<file path="src/hdl/lbps_pkg.sv">
package lbps_pkg;

   localparam int unsigned CMD_W   = 3;
   localparam int unsigned PAT_W   = 3;
   localparam int unsigned IDX_W   = 5;
   localparam int unsigned DUR_W   = 16;

   localparam logic [PAT_W-1:0] NUM_PATTERNS = 3'd7;

   typedef enum logic [CMD_W-1:0] {
      CMD_TICK        = 3'd0,
      CMD_SET_PATTERN = 3'd1,
      CMD_TURN_ON     = 3'd2,
      CMD_TURN_OFF    = 3'd3,
      CMD_TOGGLE      = 3'd4
   } cmd_type;

   typedef struct packed {
      logic [CMD_W-1:0] command;
      logic [PAT_W-1:0] pattern_id;
   } req_type;

   typedef struct packed {
      logic pin_level;
      logic led_lit;
      logic pattern_running;
      logic status;
   } rsp_type;

   // Phase durations in ms, all patterns back to back.
   function automatic logic [DUR_W-1:0] dur_rom(input logic [IDX_W-1:0] addr);
      logic [DUR_W-1:0] d;
      unique case (addr)
         5'd0, 5'd1:                      d = 16'd500;
         5'd2, 5'd3:                      d = 16'd100;
         5'd4, 5'd5, 5'd6:                d = 16'd250;
         5'd7, 5'd8:                      d = 16'd1000;
         5'd9:                            d = 16'd100;
         5'd10, 5'd11:                    d = 16'd300;
         5'd12, 5'd13:                    d = 16'd600;
         5'd20, 5'd22, 5'd24:             d = 16'd450;
         5'd31:                           d = 16'd1500;
         default:                         d = 16'd150;
      endcase
      return d;
   endfunction

   function automatic logic [IDX_W-1:0] pat_base(input logic [PAT_W-1:0] pat);
      logic [IDX_W-1:0] b;
      unique case (pat)
         3'd1:    b = 5'd2;
         3'd2:    b = 5'd4;
         3'd3:    b = 5'd8;
         3'd4:    b = 5'd10;
         3'd5:    b = 5'd12;
         3'd6:    b = 5'd14;
         default: b = 5'd0;
      endcase
      return b;
   endfunction

   function automatic logic [IDX_W-1:0] pat_len(input logic [PAT_W-1:0] pat);
      logic [IDX_W-1:0] l;
      unique case (pat)
         3'd2:    l = 5'd4;
         3'd6:    l = 5'd18;
         default: l = 5'd2;
      endcase
      return l;
   endfunction

   // Duration of one phase; an out-of-range pattern falls back to pattern 0 and an
   // out-of-range index to the pattern's first phase, and a zero duration counts as one.
   function automatic logic [DUR_W-1:0] phase_dur(input logic [PAT_W-1:0] pat,
                                                   input logic [IDX_W-1:0] idx);
      logic [PAT_W-1:0] p;
      logic [IDX_W-1:0] i;
      logic [DUR_W-1:0] d;
      p = (pat < NUM_PATTERNS) ? pat : '0;
      i = (idx < pat_len(p)) ? idx : '0;
      d = dur_rom(pat_base(p) + i);
      return (d == '0) ? DUR_W'(1) : d;
   endfunction

endpackage

</file>
<file path="src/hdl/lbps_in_stage.sv">
module lbps_in_stage
   import lbps_pkg::*;
(
   input  logic    clock,
   input  logic    reset,
   input  logic    req_valid,
   output logic    req_ready,
   input  req_type req_item,
   output logic    out_valid,
   input  logic    out_ready,
   output req_type out_item
);

   logic    valid_ff, valid_in;
   req_type item_ff, item_in;

   assign req_ready = !valid_ff || out_ready;

   always_comb begin
      valid_in = valid_ff;
      item_in  = item_ff;
      if (req_ready) begin
         valid_in = req_valid;
         if (req_valid) begin
            item_in = req_item;
         end
      end
   end

   always_ff @(posedge clock) begin
      if (reset) begin
         valid_ff <= 1'b0;
      end else begin
         valid_ff <= valid_in;
      end
      item_ff <= item_in;
   end

   assign out_valid = valid_ff;
   assign out_item  = item_ff;

endmodule

</file>
<file path="src/hdl/lbps_core.sv">
module lbps_core
   import lbps_pkg::*;
(
   input  logic    clock,
   input  logic    reset,
   input  logic    pin_invert,
   input  logic    in_valid,
   output logic    in_ready,
   input  req_type in_item,
   output logic    rsp_valid,
   input  logic    rsp_ready,
   output rsp_type rsp_item
);

   logic             lit_ff, lit_in;
   logic             running_ff, running_in;
   logic [PAT_W-1:0] pattern_ff, pattern_in;
   logic [IDX_W-1:0] index_ff, index_in;
   logic [DUR_W-1:0] remain_ff, remain_in;
   logic             rsp_valid_ff, rsp_valid_in;
   rsp_type          rsp_ff, rsp_in;

   logic             take;
   logic             status;
   logic [PAT_W-1:0] cur_pat;
   logic [IDX_W:0]   index_inc;

   assign in_ready = !rsp_valid_ff || rsp_ready;
   assign take     = in_valid && in_ready;

   assign cur_pat   = (pattern_ff < NUM_PATTERNS) ? pattern_ff : '0;
   assign index_inc = {1'b0, index_ff} + 1'b1;

   always_comb begin
      lit_in     = lit_ff;
      running_in = running_ff;
      pattern_in = pattern_ff;
      index_in   = index_ff;
      remain_in  = remain_ff;
      status     = 1'b0;

      unique case (in_item.command)
         CMD_TICK: begin
            if (running_ff) begin
               if (remain_ff <= DUR_W'(1)) begin
                  // phase over: toggle, reload from the current index, step on
                  lit_in    = !lit_ff;
                  remain_in = phase_dur(cur_pat, index_ff);
                  index_in  = (index_inc >= {1'b0, pat_len(cur_pat)}) ? '0
                                                                      : index_inc[IDX_W-1:0];
               end else begin
                  remain_in = remain_ff - 1'b1;
               end
            end
         end
         CMD_SET_PATTERN: begin
            if (in_item.pattern_id < NUM_PATTERNS) begin
               lit_in     = 1'b0;
               running_in = 1'b1;
               pattern_in = in_item.pattern_id;
               index_in   = '0;
               remain_in  = phase_dur(in_item.pattern_id, '0);
            end else begin
               status = 1'b1;
            end
         end
         CMD_TURN_ON: begin
            running_in = 1'b0;
            lit_in     = 1'b1;
         end
         CMD_TURN_OFF: begin
            running_in = 1'b0;
            lit_in     = 1'b0;
         end
         CMD_TOGGLE: begin
            running_in = 1'b0;
            lit_in     = !lit_ff;
         end
         default: begin
         end
      endcase

      rsp_in.pin_level       = lit_in ^ pin_invert;
      rsp_in.led_lit         = lit_in;
      rsp_in.pattern_running = running_in;
      rsp_in.status          = status;

      rsp_valid_in = take ? 1'b1 : (rsp_valid_ff && !rsp_ready);
   end

   always_ff @(posedge clock) begin
      if (reset) begin
         lit_ff       <= 1'b0;
         running_ff   <= 1'b0;
         pattern_ff   <= '0;
         index_ff     <= '0;
         remain_ff    <= '0;
         rsp_valid_ff <= 1'b0;
      end else begin
         rsp_valid_ff <= rsp_valid_in;
         if (take) begin
            lit_ff     <= lit_in;
            running_ff <= running_in;
            pattern_ff <= pattern_in;
            index_ff   <= index_in;
            remain_ff  <= remain_in;
         end
      end
      if (take) begin
         rsp_ff <= rsp_in;
      end
   end

   assign rsp_valid = rsp_valid_ff;
   assign rsp_item  = rsp_ff;

endmodule

</file>
<file path="src/hdl/led_blink_pattern_sequencer.sv">
// Path from item accept to result accept: input register, then result register.
// Throughput: one item per cycle while results are taken; the LED state update is
// a single compare, decrement or ROM lookup between the two registers.
// Reset (synchronous, active high): LED off, no pattern running, phase index and
// countdown cleared, pin inversion cleared, both stages empty.
module led_blink_pattern_sequencer
   import lbps_pkg::*;
(
   input  logic    clock,
   input  logic    reset,
   input  logic    req_valid,
   output logic    req_ready,
   input  req_type req_item,
   output logic    rsp_valid,
   input  logic    rsp_ready,
   output rsp_type rsp_item,
   input  logic    csr_wr_en,
   input  logic    csr_wr_data
);

   logic    pin_invert_ff, pin_invert_in;
   logic    stg_valid;
   logic    stg_ready;
   req_type stg_item;

   assign pin_invert_in = csr_wr_en ? csr_wr_data : pin_invert_ff;

   always_ff @(posedge clock) begin
      if (reset) begin
         pin_invert_ff <= 1'b0;
      end else begin
         pin_invert_ff <= pin_invert_in;
      end
   end

   lbps_in_stage u_in_stage (
      .clock     (clock),
      .reset     (reset),
      .req_valid (req_valid),
      .req_ready (req_ready),
      .req_item  (req_item),
      .out_valid (stg_valid),
      .out_ready (stg_ready),
      .out_item  (stg_item)
   );

   lbps_core u_core (
      .clock      (clock),
      .reset      (reset),
      .pin_invert (pin_invert_ff),
      .in_valid   (stg_valid),
      .in_ready   (stg_ready),
      .in_item    (stg_item),
      .rsp_valid  (rsp_valid),
      .rsp_ready  (rsp_ready),
      .rsp_item   (rsp_item)
   );

   // Pin level is the LED state through the current polarity.
   a_pin_polarity: assert property (@(posedge clock) disable iff (reset)
      rsp_valid |-> (rsp_item.pin_level == (rsp_item.led_lit ^ pin_invert_ff)))
      else $error("pin_level does not match led_lit and polarity");

   // A full input stage only takes a new item while it hands its item on.
   a_stage_no_overwrite: assert property (@(posedge clock) disable iff (reset)
      (req_valid && req_ready && stg_valid) |-> stg_ready)
      else $error("input stage overwritten");

   // Only a set-pattern item can flag a bad status.
   a_status_idle: assert property (@(posedge clock) disable iff (reset)
      (stg_valid && stg_ready && (stg_item.command != CMD_SET_PATTERN)) |=>
         !rsp_item.status)
      else $error("status set for a command other than set pattern");

   // Results come out empty after reset.
   a_reset_empty: assert property (@(posedge clock)
      $past(reset) |-> !rsp_valid)
      else $error("result valid right after reset");

endmodule

</file>
<file path="config.mk">
export PLATFORM = sky130hd
export DESIGN_NAME = led_blink_pattern_sequencer
export DESIGN_NICKNAME = d
export VERILOG_FILES = /design/src/hdl/lbps_pkg.sv /design/src/hdl/lbps_in_stage.sv /design/src/hdl/lbps_core.sv /design/src/hdl/led_blink_pattern_sequencer.sv
export SDC_FILE = /design/constraint.sdc
export NUM_CORES = 1
export LEC_CHECK = 0
export ABC_AREA = 1
export BUFFER_PORTS_ARGS = -buffer_cell sky130_fd_sc_hd__buf_4
export CORE_MARGIN = 2
export CORE_UTILIZATION = 60
export DETAILED_ROUTE_END_ITERATION = 10
export PLACE_DENSITY = 0.79
export SLEW_MARGIN = 20
export SYNTH_ARGS = -nofsm -noshare
export SYNTH_HDL_FRONTEND = slang
export SYNTH_SLANG_ARGS = --single-unit
</file>
<file path="constraint.sdc">
create_clock -name clock -period 4.7 [get_ports clock]
set_clock_uncertainty 0.2 [all_clocks]
set_input_delay 0.47 -clock clock [delete_from_list [all_inputs] [get_ports clock]]
set_output_delay 0.47 -clock clock [all_outputs]
set_load 0.01 [all_outputs]
</file>
; After elaboration in Yosys (flattened, before gate mapping)
; Memories as Yosys holds them, arrays and structs flattened.
; Cells that the tools add are included.
[word_totals]
elab_cells = 107
mem_count = 2
in_bits = 12
mem_bits_ro = 640
reg_bits = 39
[op_classes]
reduce_logical = 17
add_sub_neg = 3
mux = 43
order_cmp = 6
n_bitwise = 1
n_eq_ne = 21
[mem_list]
columns = name, depth, word_bits, rd, rd_clocked_by_memory_dff, wr, line
row1 = (no name shown), 32, 10, 1, 0, 0, lbps_pkg.sv:33  ; unique case (addr)
row2 = (no name shown), 32, 10, 1, 0, 0, lbps_pkg.sv:33
[ops]
columns = operator, count
row1 = $mux 16, 10
row2 = $mux 5, 16
row3 = $pmux 4 s6, 2
row4 = $logic_not 16->1, 2
row5 = $pmux 16 s2, 1
row6 = $pmux 5 s2, 3
row7 = $eq 3x3->1 const B, 8
row8 = $eq 3x2->1 const B, 7
row9 = $le 16x1->1 const B, 1
row10 = $sub 16x1->16 const B, 1
row11 = $eq 3x1->1 const B, 3
row12 = $lt 3x3->1 const B, 3
row13 = $mux 3, 3
row14 = $add 5x1->6 const B, 1
row15 = $ge 6x5->1, 1
row16 = $mux 1, 6
row17 = $ne 2x1->1 const B, 3
row18 = $add 5x5->5, 1
row19 = $lt 5x5->1, 1
row20 = $pmux 1 s5, 1
row21 = $reduce_and 5->1, 1
row22 = $logic_not 1->1, 4
row23 = $reduce_and 4->1, 1
row24 = $logic_not 3->1, 1
row25 = 8 further kinds, 10

; Depth between registers and ports, before layout
; Gate-level depths: netlist of run 1.
; An unclocked memory read counts as a cell.
[depth]
depth_word = 21
ltp_mapped = 28
depth_no_buf = 28

; Hierarchy
; A second synthesis of run 1 with hierarchy kept.
[unflattened]
hier_cells = 425
hier_area_um2 = 2877.8
[by_module_without_submodules]
columns = module, area_each_um2, instances, cells_per_inst
row1 = lbps_core, 2605.0, 1, 406
row2 = lbps_in_stage, 227.7, 1, 12
row3 = led_blink_pattern_sequencer, 45.0, 1, 7

; Worst setup path before layout of run 1
; No wires, ideal clock.
[synth_path]
path_type = register to register
from = register u_core.pattern_ff[2]
to = register u_core.remain_ff[6]
stages_incl_launch_ff = 28
period_less_slack_ps = 3155
required_ps = 4378
t_arrival_ps = 2833
path_buffers = 0
slack_ps = 1545
cell_sequence = dfxtp_1 -> nor2_2 -> nand2_1 -> ha_1 -> nand2_1 -> nand2_2 -> nand2_4 -> nand2_1 -> nor2_1 -> ha_1 -> inv_1 -> fa_1 -> nor2_1 -> nor2_4 -> nor2_1 -> inv_2 -> nand2_1 -> inv_1 -> nand2_1 -> inv_1 -> nand2_1 -> inv_1 -> nand2_2 -> nand3_1 -> nand2_1 -> nand2_1 -> nand2_1 -> a21oi_2
[synth_between]
elab_chain_len = 21
elab_cells_between_ends = 30
classes_between = add/sub (1) / order compare (3) / eq/ne (6) / mux (18) / reduce/logical (1) / memory (1)
[synth_lines]
columns = item, line
row1 = from (decl), lbps_core.sv:17  ; logic [PAT_W-1:0] pattern_ff, pattern_in;
row2 = from (signal assigned), lbps_core.sv:104  ; pattern_ff <= pattern_in;
row3 = $lt 3x3->1, lbps_core.sv:31  ; assign cur_pat = (pattern_ff < NUM_PATTERNS) ? pattern_ff : '0;
row4 = $mux 3 *, lbps_core.sv:31
row5 = $lt 3x3->1, lbps_pkg.sv:79  ; p = (pat < NUM_PATTERNS) ? pat : '0;
row6 = $mux 3 *, lbps_pkg.sv:79
row7 = $eq 3x3->1 / $eq 3x2->1 (equally long branches), "lbps_pkg.sv:50, lbps_pkg.sv:64"
row8 = $pmux 5 s2, lbps_pkg.sv:64  ; unique case (pat)
row9 = $mux 5, lbps_core.sv:45  ; if (remain_ff <= DUR_W'(1)) begin
row10 = $mux 5, lbps_core.sv:44  ; if (running_ff) begin
row11 = [... 5 more ...], --
row12 = $mux 16 *, lbps_core.sv:45
row13 = $mux 16 *, lbps_core.sv:44
row14 = $mux 16 *, lbps_core.sv:42  ; unique case (in_item.command)
row15 = $logic_not 16->1, lbps_pkg.sv:82  ; return (d == '0) ? DUR_W'(1) : d;
row16 = $mux 16 *, lbps_pkg.sv:82
row17 = $mux 16 *, lbps_core.sv:45
row18 = $mux 16 *, lbps_core.sv:44
row19 = $pmux 16 s2 *, lbps_core.sv:42
row20 = to (signal assigned), lbps_core.sv:106  ; remain_ff <= remain_in;
row21 = to (decl), lbps_core.sv:19  ; logic [DUR_W-1:0] remain_ff, remain_in;
; Mark *: on every way between the ends. The rest lies on a longest branch, timed or not. The select of a mux whose other input is x is not followed.
; A chain may end at the register's enable or synchronous reset.

; Worst setup path after layout of run 1
; Ends and elaborated chain as after synthesis.

==> metrics.yaml, run 1 <==
outcome:
  run_status: "complete, no violations"
global_route:
  grt_pass1_wl_um: 10830
  grt_pass1_vias: 2546
  initial_antenna_violation_count: 0
  global_route.usage.total_pct: 26.08
  gr-total-overflow: 0
  grt_start_max_net_pins: 19
drt:
  detail_route.vias_per_cell: 5.668
  routed-via-count: 2681
  wl_met2_um: 3074
  antenna_left: 0
  drt-initial-drc-count: 195
  detailroute.wirelength.met3_um: 323
  drtPass1Iterations: 5
  drc: 0
  routedWlPerCell_um: 13.49
  wl_met1_um: 2820
  highest_layer: "met4"
  routed_wl_um: 6383
synthesis:
  synthesized_area_fraction_occupied_by_adder_cells_pct: 7.252
  mappedNetlistNets: 427
  mappedNetlistArea_um2: 2864
  mux_share_of_post_synthesis_cell_area_pct: 0
  synth.ff_latch_count: 39
  synth.lib_cells_used.distinct: 46
  synth_compound_area_share_pct: 15.42
  post_synth_xor_area_fraction_pct: 3.364
  synth_top_family_by_area: "simple AND/OR/NAND/NOR gates"
  synthesis.instances: 399
  yosysWarnings: 0
  synth_sequential_area_ratio_pct: 30.76
  post_synth.cell_area_avg_um2: 7.178
  synth-simple-area-share_pct: 32.85
cts:
  post_cts_resized: 0
  clkSlewWorstSetupHoldPaths_ns: 0.08
  clock_path_buffers: 2
  cts_post_setup_buffers_inserted: 0
  hold_bufs_at_cts: 0
  clock_buffers_created_by_tritoncts: 5
  clock_sinks: 39
  worstSkewPairLatency_ns: 0.31
  tritoncts: "yes"
  cts.htree.levels: 2
  clock_tree_root: "clkbuf_8"
min_path:
  endpoint_with_the_worst_hold_slack: "u_in_stage.out_item[2]"
  min_path_type: "input port to register"
  worstHoldStart: "req_item[2]"
  whs_path_depth: 1
timing:
  fin_crit_sh_pct: 73.38
  finalHoldViolations: 0
  tightestPinTransition_ns: 0.4343
  final.setup.tns_ns: 0
  max_slew_margin_pct: 70.81
  max_freq_ghz: 0.2899
  final.hold.worst_slack_ns: 0.1364
  worst_slack_setup_final_ns: 1.251
  rsz0062_at_grt: "false"
  timing.final.setup_violations: 0
  final.min_clock_period_ns: 3.449
  maxSlewViolCount: 0
final_layout:
  num-nets-final: 446
  area_growth_syn_to_layout_pct: 9.131
  area_of_the_multi_input_gates_um2: 1687
  register_area_um2: 880.8
  finish.instance_area_um2: 3126
  antenna-diode-count: 0
  proportion_of_layout_cells_with_a_drive_suffix_above_1_pct: 16.47
  layout_commonest_cell: "nand2_1"
  final_cell_mix: "85 x nand2_1, 58 x inv_1, 37 x nor2_1"
  layout.cells.non_filler: 473
  layout.filler_cells: 407
  final_core_utilization_pct: 67.06
run:
  timing.max_cap.violations: 0
critical_path:
  cp_slowest_cell: "dfxtp_1"
  largest_incremental_delay_on_the_critical_path_ns: 0.37
  critical_path.most_common_cell: "nand2_1"
  timing.critical_path.to_type: "register"
  timing.critical_path.fanout_max: 10
  timing_worst_setup_path_type: "register to register"
  timing.reg2reg.worst_path_depth: 28
  reg2reg_to: "u_core.remain_ff[6]"
  cp.arrival_ns: 3.50
  r2r-start: "u_core.pattern_ff[2]"
  critical_path_required_ns: 4.75
  r2r_setup_slack_ns: 1.25
  worstSetupStartpointType: "register"
placed_design:
  detailed_place_hpwl_um: 4788
  post_place_worst_slack_ns: 1.275
  numPortBuffers: 17
  dp_cells: 465
  placement.cell_area_um2: 3015
  gp_congestion: 0.9065
floorplanning:
  core.rowCount: 25
  chipWidth_um: 73.09
  fp.dieArea_um2: 5342
  ios: 18
  die_height_um: 73.09
  core_area_um2: 4661
  initial_utilization_pct: 61.45
pwr:
  peak_supply_drop_uv: 261.5
  power_leakage_nw: 1.473
  cell_internal_pwr_uw: 582.5
  sequentialPowerShare_pct: 44.2
  clkPwrFrac_pct: 33.5
  fin_total_pwr_uw: 842.8
  netSwitchingPower_uw: 260.2
  swShare_pct: 30.88
  comb_power_share_pct: 22.2
  pwr_density_cell_nw_per_um2: 269.6
routing by layer:
metal	vias up	GRT usage [%]
met5	-	0
li1	1347	-
met3	18	5.525
met1	1221	30.94
met2	95	44.64
met4	0	12.35
flip-flops by register name, indices dropped and copies added (netlist names), 3 cells and up:
signal,cells
u_core.index_ff,5
u_core.pattern_ff,3
u_core.remain_ff,16
u_core.rsp_item,4
u_in_stage.out_item,6
final cells by class:
class                      instances  share of cell area (%)
multi-input combinational        289                   53.96
sequential                        39                   28.18
inverter                          66                   8.086
timing repair buffer              17                   4.083
clock buffer                       6                   2.322
tap                               54                   2.162
clock inverter                     2                   1.201
synthesized netlist by cell type, drive strengths merged:
| cell type | instances | area (um^2) |
|---|---|---|
| buf | 4 | 35.03 |
| a31oi | 5 | 31.28 |
| nand3b | 1 | 7.510 |
| inv | 66 | 252.8 |
| xor2 | 7 | 61.31 |
| a211oi | 3 | 27.52 |
| a32oi | 1 | 8.760 |
| nand3 | 20 | 110.1 |
| o21ai | 30 | 153.9 |
| dfxtp | 29 | 580.6 |
| o221ai | 1 | 8.760 |
| or2 | 1 | 6.260 |
| xnor2 | 4 | 35.03 |
| fa | 1 | 20.02 |
| o22ai | 2 | 12.51 |
| a22oi | 2 | 15.01 |
| nor4 | 2 | 33.78 |
| nor3b | 4 | 40.03 |
| a21oi | 30 | 161.4 |
| dlygate4sd1 | 1 | 8.760 |
| nor3 | 5 | 35.03 |
| ha | 15 | 187.7 |
| edfxtp | 10 | 300.3 |
| o211ai | 2 | 15.01 |
| nand4 | 10 | 90.08 |
| nor2 | 45 | 208.9 |
| a21o | 1 | 7.510 |
| nand2 | 97 | 409.1 |
critical path, delay by kind of cell, from the launching register on:
| family | cells | cell delay (ns) |
|---|---|---|
| buffers and inverters | 6 | 0.38 |
| AND/OR/NAND/NOR | 18 | 1.49 |
| AO/OA/AOI/OAI | 1 | 0.11 |
| adder cells (fa/ha/maj) | 3 | 0.81 |
| flip-flops | 1 | 0.37 |
logic make-up (layout without fill, tap and decap cells):
kind of cell             Yosys count  in the layout
XOR/XNOR                          11             11
AND/OR/NAND/NOR                  185            185
AO/OA/AOI/OAI                     77             77
flip-flops                        39             39
buffers and inverters             71             91
adder cells (fa/ha/maj)           16             16
worst max path at each step:
stage | startpoint | to | slack (ns) | depth (start not counted)
3_3_place_gp | u_core.pattern_ff[2] | u_core.remain_ff[9] | 1.42 | 26
5_1_grt | u_core.pattern_ff[2] | u_core.remain_ff[6] | 0.93 | 28
4_1_cts | u_core.pattern_ff[2] | u_core.remain_ff[6] | 1.26 | 28
2_1_floorplan | u_core.pattern_ff[2] | u_core.remain_ff[6] | 1.55 | 27
6_report | u_core.pattern_ff[2] | u_core.remain_ff[6] | 1.25 | 28
3_5_place_dp | u_core.pattern_ff[2] | u_core.remain_ff[6] | 1.28 | 28
power by group through the flow:
stage | registers [mW] | clock network (mW) | logic [mW]
3_3_place_gp | 0.379 | 0 | 0.177
4_1_cts | 0.372 | 0.285 | 0.183
5_1_grt | 0.374 | 0.298 | 0.209
3_5_place_dp | 0.380 | 0 | 0.181
2_1_floorplan | 0.378 | 0 | 0.140
6_report | 0.373 | 0.283 | 0.187
No activity file was read; power rests on OpenSTA's default activity.
==> run 2, diff against run 1 <==
--- a/config.mk
+++ b/config.mk
@@ -8,9 +8,9 @@
 export ABC_AREA = 1
 export BUFFER_PORTS_ARGS = -buffer_cell sky130_fd_sc_hd__buf_4
 export CORE_MARGIN = 2
-export CORE_UTILIZATION = 60
+export CORE_UTILIZATION = 55
 export DETAILED_ROUTE_END_ITERATION = 10
-export PLACE_DENSITY = 0.79
+export PLACE_DENSITY = 0.76
 export SLEW_MARGIN = 20
 export SYNTH_ARGS = -nofsm -noshare
 export SYNTH_HDL_FRONTEND = slang
==> constraint.sdc (replaced) <==
create_clock -name clock -period 2.9 [get_ports clock]
set_clock_uncertainty 0.2 [all_clocks]
set_input_delay 0.29 -clock clock [delete_from_list [all_inputs] [get_ports clock]]
set_output_delay 0.29 -clock clock [all_outputs]
set_load 0.01 [all_outputs]
==> metrics.yaml, run 2 (synthesized netlist as in run 1, its figures left out) <==
critical_path:
  critical_path_required_ns: 2.92  # -1.83 ns
  cp_slowest_cell: "dfxtp_4"
  largest_incremental_delay_on_the_critical_path_ns: 0.36  # about the same
  cp.arrival_ns: 3.15  # -0.35 ns
  worstSetupStartpointType: "register"
  timing.critical_path.fanout_max: 5  # -5
  timing.critical_path.to_type: "register"
  timing_worst_setup_path_type: "register to register"
final_layout:
  layout.filler_cells: 418  # +2.7%
  largest-register: "u_core.remain_ff"
  largest_register_ffs: 16  # unchanged
  area_growth_syn_to_layout_pct: 23.15
  final_cell_mix: "80 x nand2_1, 53 x inv_1, 41 x buf_4"
  layout_commonest_cell: "nand2_1"
  layout.cells.non_filler: 522  # +10%
  antenna-diode-count: 0  # unchanged
  num-nets-final: 479  # +7.4%
  proportion_of_layout_cells_with_a_drive_suffix_above_1_pct: 26.55  # +10 points
timing:
  timing.final.setup_violations: 10  # +10
  max_slew_margin_pct: 64.80  # -6.0 points
  worst_slack_setup_final_ns: -0.2226  # -1.474 ns
  final.hold.worst_slack_ns: 0.03939  # -0.09703 ns
  final.min_clock_period_ns: 3.123  # -0.3264 ns
  final.setup.tns_ns: -1.185  # -1.185 ns
  rsz0062_at_grt: "true"
  finalHoldViolations: 0  # unchanged
  max_freq_ghz: 0.3202  # +10%
  maxSlewViolCount: 0  # unchanged
  fin_crit_sh_pct: 107.7  # +34 points
  tightestPinTransition_ns: 0.5245  # +0.09023 ns
placed_design:
  numPortBuffers: 17  # unchanged
  post_place_worst_slack_ns: -0.2016  # -1.477 ns
  dp_cells: 503  # +8.2%
  gp_congestion: 0.8791  # -3.0%
  detailed_place_hpwl_um: 4912  # +2.6%
drt:
  drtPass1Iterations: 4  # -1
  routed_wl_um: 7055  # +11%
  detail_route.vias_per_cell: 5.299  # -6.5%
  routedWlPerCell_um: 13.52  # +0.15%
  routed-via-count: 2766  # +3.2%
  antenna_left: 0  # unchanged
  drt-initial-drc-count: 192  # -1.5%
  drc: 0  # unchanged
floorplanning:
  core.rowCount: 26  # +4.0%
  fp.dieArea_um2: 5800  # +8.6%
  chipWidth_um: 76.16  # +4.2%
  ios: 18  # unchanged
  core_area_um2: 5075  # +8.9%
  die_height_um: 76.16  # +4.2%
  initial_utilization_pct: 56.43  # -5.0 points
cts:
  cts.htree.levels: 2  # unchanged
  tritoncts: "yes"
  clock_tree_root: "clkbuf_8"
  clock_sinks: 39  # unchanged
  clock_path_buffers: 2  # unchanged
  clock_buffers_created_by_tritoncts: 5  # unchanged
  clkSlewWorstSetupHoldPaths_ns: 0.08  # about the same
  worstSkewPairLatency_ns: 0.29  # -0.02 ns
outcome:
  run_status: "complete, but fails checks"
  violations: "negative setup slack"
min_path:
  min_path_type: "input port to register"
global_route:
  global_route.usage.total_pct: 24.64  # -1.4 points
  grt_pass1_wl_um: 11840  # +9.4%
  initial_antenna_violation_count: 0  # unchanged
  gr-total-overflow: 0  # unchanged
  grt_start_max_net_pins: 19  # unchanged
  grt_pass1_vias: 2637  # +3.6%
pwr:
  pwr_density_cell_nw_per_um2: 391.9  # +45%
  peak_supply_drop_uv: 428.8  # +64%
  power_leakage_nw: 1.624  # +10%
  fin_total_pwr_mw: 1.382  # +64%
run:
  timing.max_cap.violations: 0  # unchanged
-- run 2: cell types whose count changed in the layout (fill, tap and decap cells not counted), moves of 4 or more --
cell,change
inv_1,-5
nand2_1,-5
buf_4,+24
nand2_2,+4
nor2_1,-5
dlygate4sd3_1,+7
inv_2,+5
-- run 2: through the flow --
stage	instance area, um^2	utilization (%)
floorplan	2884	-
global placement	3221	63.46
detailed placement	3221	63.46
CTS	3416	67.31
global route	3527	69.50
finish	3527	69.50
-- run 2: area by class of cell --
type | instances | area, um^2 | share of cell area (%)
Clock inverter | 2 | 37.54 | 1.064
Tap cell | 70 | 87.58 | 2.483
Sequential cell | 39 | 887.1 | 25.15
Clock buffer | 6 | 72.57 | 2.057
Multi-Input combinational cell | 289 | 1785 | 50.62
Inverter | 66 | 252.7 | 7.166
Timing Repair Buffer | 50 | 404.1 | 11.46
-- run 2: final timing paths --
check	slack [ns]	cells past startpoint	from	endpoint
hold / removal	0.04	3	csr_wr_data	pin_invert_ff
hold reg to reg	0.27	2	u_in_stage.out_valid	u_core.rsp_valid
setup / recovery	-0.22	26	u_core.pattern_ff[0]	u_core.remain_ff[9]
setup reg to reg	-0.22	26	u_core.pattern_ff[0]	u_core.remain_ff[9]
-- run 2: timing repair --
item | 4_1_cts | 5_1_grt
setup buffers | 0 | 4
setup endpoints to repair | 10 | 10
gates resized for setup | 6 | 19
hold buffers | 7 | 0
pin swaps | 2 | 11
endpoints found under the hold margin | 7 | 0
-- run 2: where the power goes --
part	switching, mW	internal [mW]
Sequential	0.0223	0.581
Combinational	0.210	0.122
Clock	0.190	0.257
Total	0.422	0.960
-- run 2: worst max-delay path: cells and delay by family, from the launching register on --
| kind | cells | cell delay, ns |
|---|---|---|
| adders and majority gates | 3 | 0.76 |
| DFF | 1 | 0.36 |
| and+or+nand+nor | 15 | 1.15 |
| buffers and inverters | 6 | 0.31 |
| AOI/OAI and AO/OA | 2 | 0.27 |
-- run 2: metal layers --
layer / global-route usage [%] / up-vias / wire length [um]
li1: - / 1409 / -
met1: 31.36 / 1257 / 3011
met2: 44.55 / 91 / 3598
met3: 3.673 / 9 / 381
met4: 4.909 / 0 / 65
met5: 0 / - / 0
==> run 3, diff against run 2 <==
--- a/config.mk
+++ b/config.mk
@@ -8,9 +8,8 @@
 export ABC_AREA = 1
 export BUFFER_PORTS_ARGS = -buffer_cell sky130_fd_sc_hd__buf_4
 export CORE_MARGIN = 2
-export CORE_UTILIZATION = 55
+export CORE_UTILIZATION = 45
 export DETAILED_ROUTE_END_ITERATION = 10
-export PLACE_DENSITY = 0.76
 export SLEW_MARGIN = 20
 export SYNTH_ARGS = -nofsm -noshare
 export SYNTH_HDL_FRONTEND = slang
==> metrics.yaml, run 3 (synthesized netlist as in run 1, its figures left out) <==
drt:
  routed_wl_um: 6618  # -6.2%
  routedWlPerCell_um: 12.53  # -7.3%
  routed-via-count: 2667  # -3.6%
  drc: 0  # unchanged
  drtPass1Iterations: 4  # unchanged
  detail_route.vias_per_cell: 5.051  # -4.7%
  antenna_left: 0  # unchanged
  drt-initial-drc-count: 116  # -40%
pwr:
  power_leakage_nw: 1.622  # -0.12%
  clkPwrFrac_pct: 28.3  # -4.0 points
  comb_power_share_pct: 25.0  # +1.0 points
  netSwitchingPower_uw: 418.5  # -0.92%
  swShare_pct: 32.46  # +1.9 points
  pwr_density_cell_nw_per_um2: 368.0  # -6.1%
  peak_supply_drop_uv: 351.3  # -18%
  cell_internal_pwr_uw: 870.8  # -9.3%
  sequentialPowerShare_pct: 46.7  # +3.0 points
floorplanning:
  fp.dieArea_um2: 7018  # +21%
  chipWidth_um: 83.78  # +10%
  die_height_um: 83.78  # +10%
  core.rowCount: 29  # +12%
  core_area_um2: 6241  # +23%
  initial_utilization_pct: 45.89  # -11 points
  ios: 18  # unchanged
timing:
  max_slew_margin_pct: 64.82  # about the same
  tightestPinTransition_ns: 0.5242  # -0.0003699 ns
  max_freq_ghz: 0.3197  # -0.18%
  final.setup.tns_ns: -1.073  # +0.1118 ns
  finalHoldViolations: 0  # unchanged
  fin_crit_sh_pct: 107.9  # +0.20 points
  worst_slack_setup_final_ns: -0.2283  # -0.005667 ns
  final.min_clock_period_ns: 3.128  # +0.005667 ns
  timing.final.setup_violations: 9  # -1
  maxSlewViolCount: 0  # unchanged
  final.hold.worst_slack_ns: 0.04111  # +0.001726 ns
  rsz0062_at_grt: "true"
critical_path:
  timing_worst_setup_path_type: "register to register"
  timing.critical_path.to_type: "register"
  critical_path_required_ns: 2.92  # about the same
  timing.critical_path.fanout_max: 5  # unchanged
  cp.arrival_ns: 3.15  # about the same
  r2r_setup_slack_ns: -0.23  # about the same
  worstSetupStartpointType: "register"
cts:
  clock_path_buffers: 2  # unchanged
  worstSkewPairLatency_ns: 0.29  # about the same
  clock_buffers_created_by_tritoncts: 5  # unchanged
  clock_tree_root: "clkbuf_8"
  cts.htree.levels: 2  # unchanged
  clock_sinks: 39  # unchanged
  tritoncts: "yes"
  clkSlewWorstSetupHoldPaths_ns: 0.08  # about the same
global_route:
  grt_start_max_net_pins: 19  # unchanged
  global_route.usage.total_pct: 19.88  # -4.8 points
  grt_pass1_wl_um: 11620  # -1.9%
  grt_pass1_vias: 2575  # -2.4%
  gr-total-overflow: 0  # unchanged
  initial_antenna_violation_count: 0  # unchanged
final_layout:
  largest-register: "u_core.remain_ff"
  proportion_of_layout_cells_with_a_drive_suffix_above_1_pct: 25.94  # -0.61 points
  area_growth_syn_to_layout_pct: 22.32
  antenna-diode-count: 0  # unchanged
  num-nets-final: 478  # -0.21%
  largest_register_ffs: 16  # unchanged
  layout_commonest_cell: "nand2_1"
  final_cell_mix: "81 x nand2_1, 54 x inv_1, 41 x buf_4"
outcome:
  run_status: "complete, but fails checks"
  violations: "negative setup slack"
run:
  timing.max_cap.violations: 0  # unchanged
placed_design:
  numPortBuffers: 17  # unchanged
  gp_congestion: 0.8764  # -0.31%
  detailed_place_hpwl_um: 4988  # +1.6%
min_path:
  min_path_type: "input port to register"
## run 3: timing repair
action                     in CTS  in global routing
setup buffers                   0                  1
setup endpoints to repair       9                 10
hold buffers                    7                  0
gates resized for setup         7                 14
pin swaps                       3                 10
hold endpoints to repair        7                  0
## run 3: through the flow
stage | instances | instance area, um^2 | setup WS (ns) | power, mW | utilization [%]
global placement | 512 | 3257 | -0.1237 | 0.9229 | 52.19
global route | 528 | 3503 | -0.4087 | 1.367 | 56.13
finish | 528 | 3503 | -0.2283 | 1.289 | 56.13
floorplan | 399 | 2884 | -0.1500 | 0.8400 | -
detailed placement | 512 | 3257 | -0.2195 | 0.9246 | 52.19
CTS | 527 | 3430 | -0.1547 | 1.295 | 54.95
## run 3: per-layer routing
layer	GRT usage (%)	routed length [um]
met2	34.76	3276
met4	4.692	85
met3	2.868	162
met5	0	0
met1	25.88	3093
## run 3: cell type report
type | count | area (um^2)
clock inverters | 2 | 12.51
multi-input cells | 289 | 1784
clock buffers | 6 | 72.57
fillers | 601 | 2738
repair buffers | 49 | 397.9
well taps | 77 | 96.34
inverters | 66 | 252.7
flip-flops and latches | 39 | 887.1
## run 3: worst paths after layout
kind	start	endpoint	cells past startpoint
hold reg to reg	u_in_stage.out_valid	u_core.rsp_valid	2
hold / removal	csr_wr_data	pin_invert_ff	3
setup / recovery	u_core.pattern_ff[2]	u_core.remain_ff[9]	26
setup reg to reg	u_core.pattern_ff[2]	u_core.remain_ff[9]	26
## run 3: critical path, stage by stage, from the launching register on
cell and delay [ns]:
dfxtp_4 0.37, nor2_4 0.11, nand2_2 0.07, ha_4 0.24, nand2_2 0.06, nand2_2 0.06, nand2_4 0.07, nand2_4 0.05
nor2_4 0.12, ha_4 0.14, inv_2 0.04, fa_2 0.39, nand2_1 0.08, inv_2 0.04, nor2_4 0.16, nor2_4 0.06
inv_2 0.05, nand2_1 0.04, inv_1 0.06, nand2_1 0.05, inv_1 0.06, nand2_2 0.06, inv_2 0.06, nand2_2 0.06
o21ai_2 0.06, nand4_1 0.15, a21oi_1 0.17
## run 3: power groups by stage
stage / combinational [mW] / sequential, mW / clock [mW]
4_1_cts: 0.320 / 0.603 / 0.372
3_5_place_dp: 0.309 / 0.615 / 0
2_1_floorplan: 0.227 / 0.613 / 0
3_3_place_gp: 0.308 / 0.615 / 0
6_report: 0.323 / 0.602 / 0.364
5_1_grt: 0.366 / 0.605 / 0.396
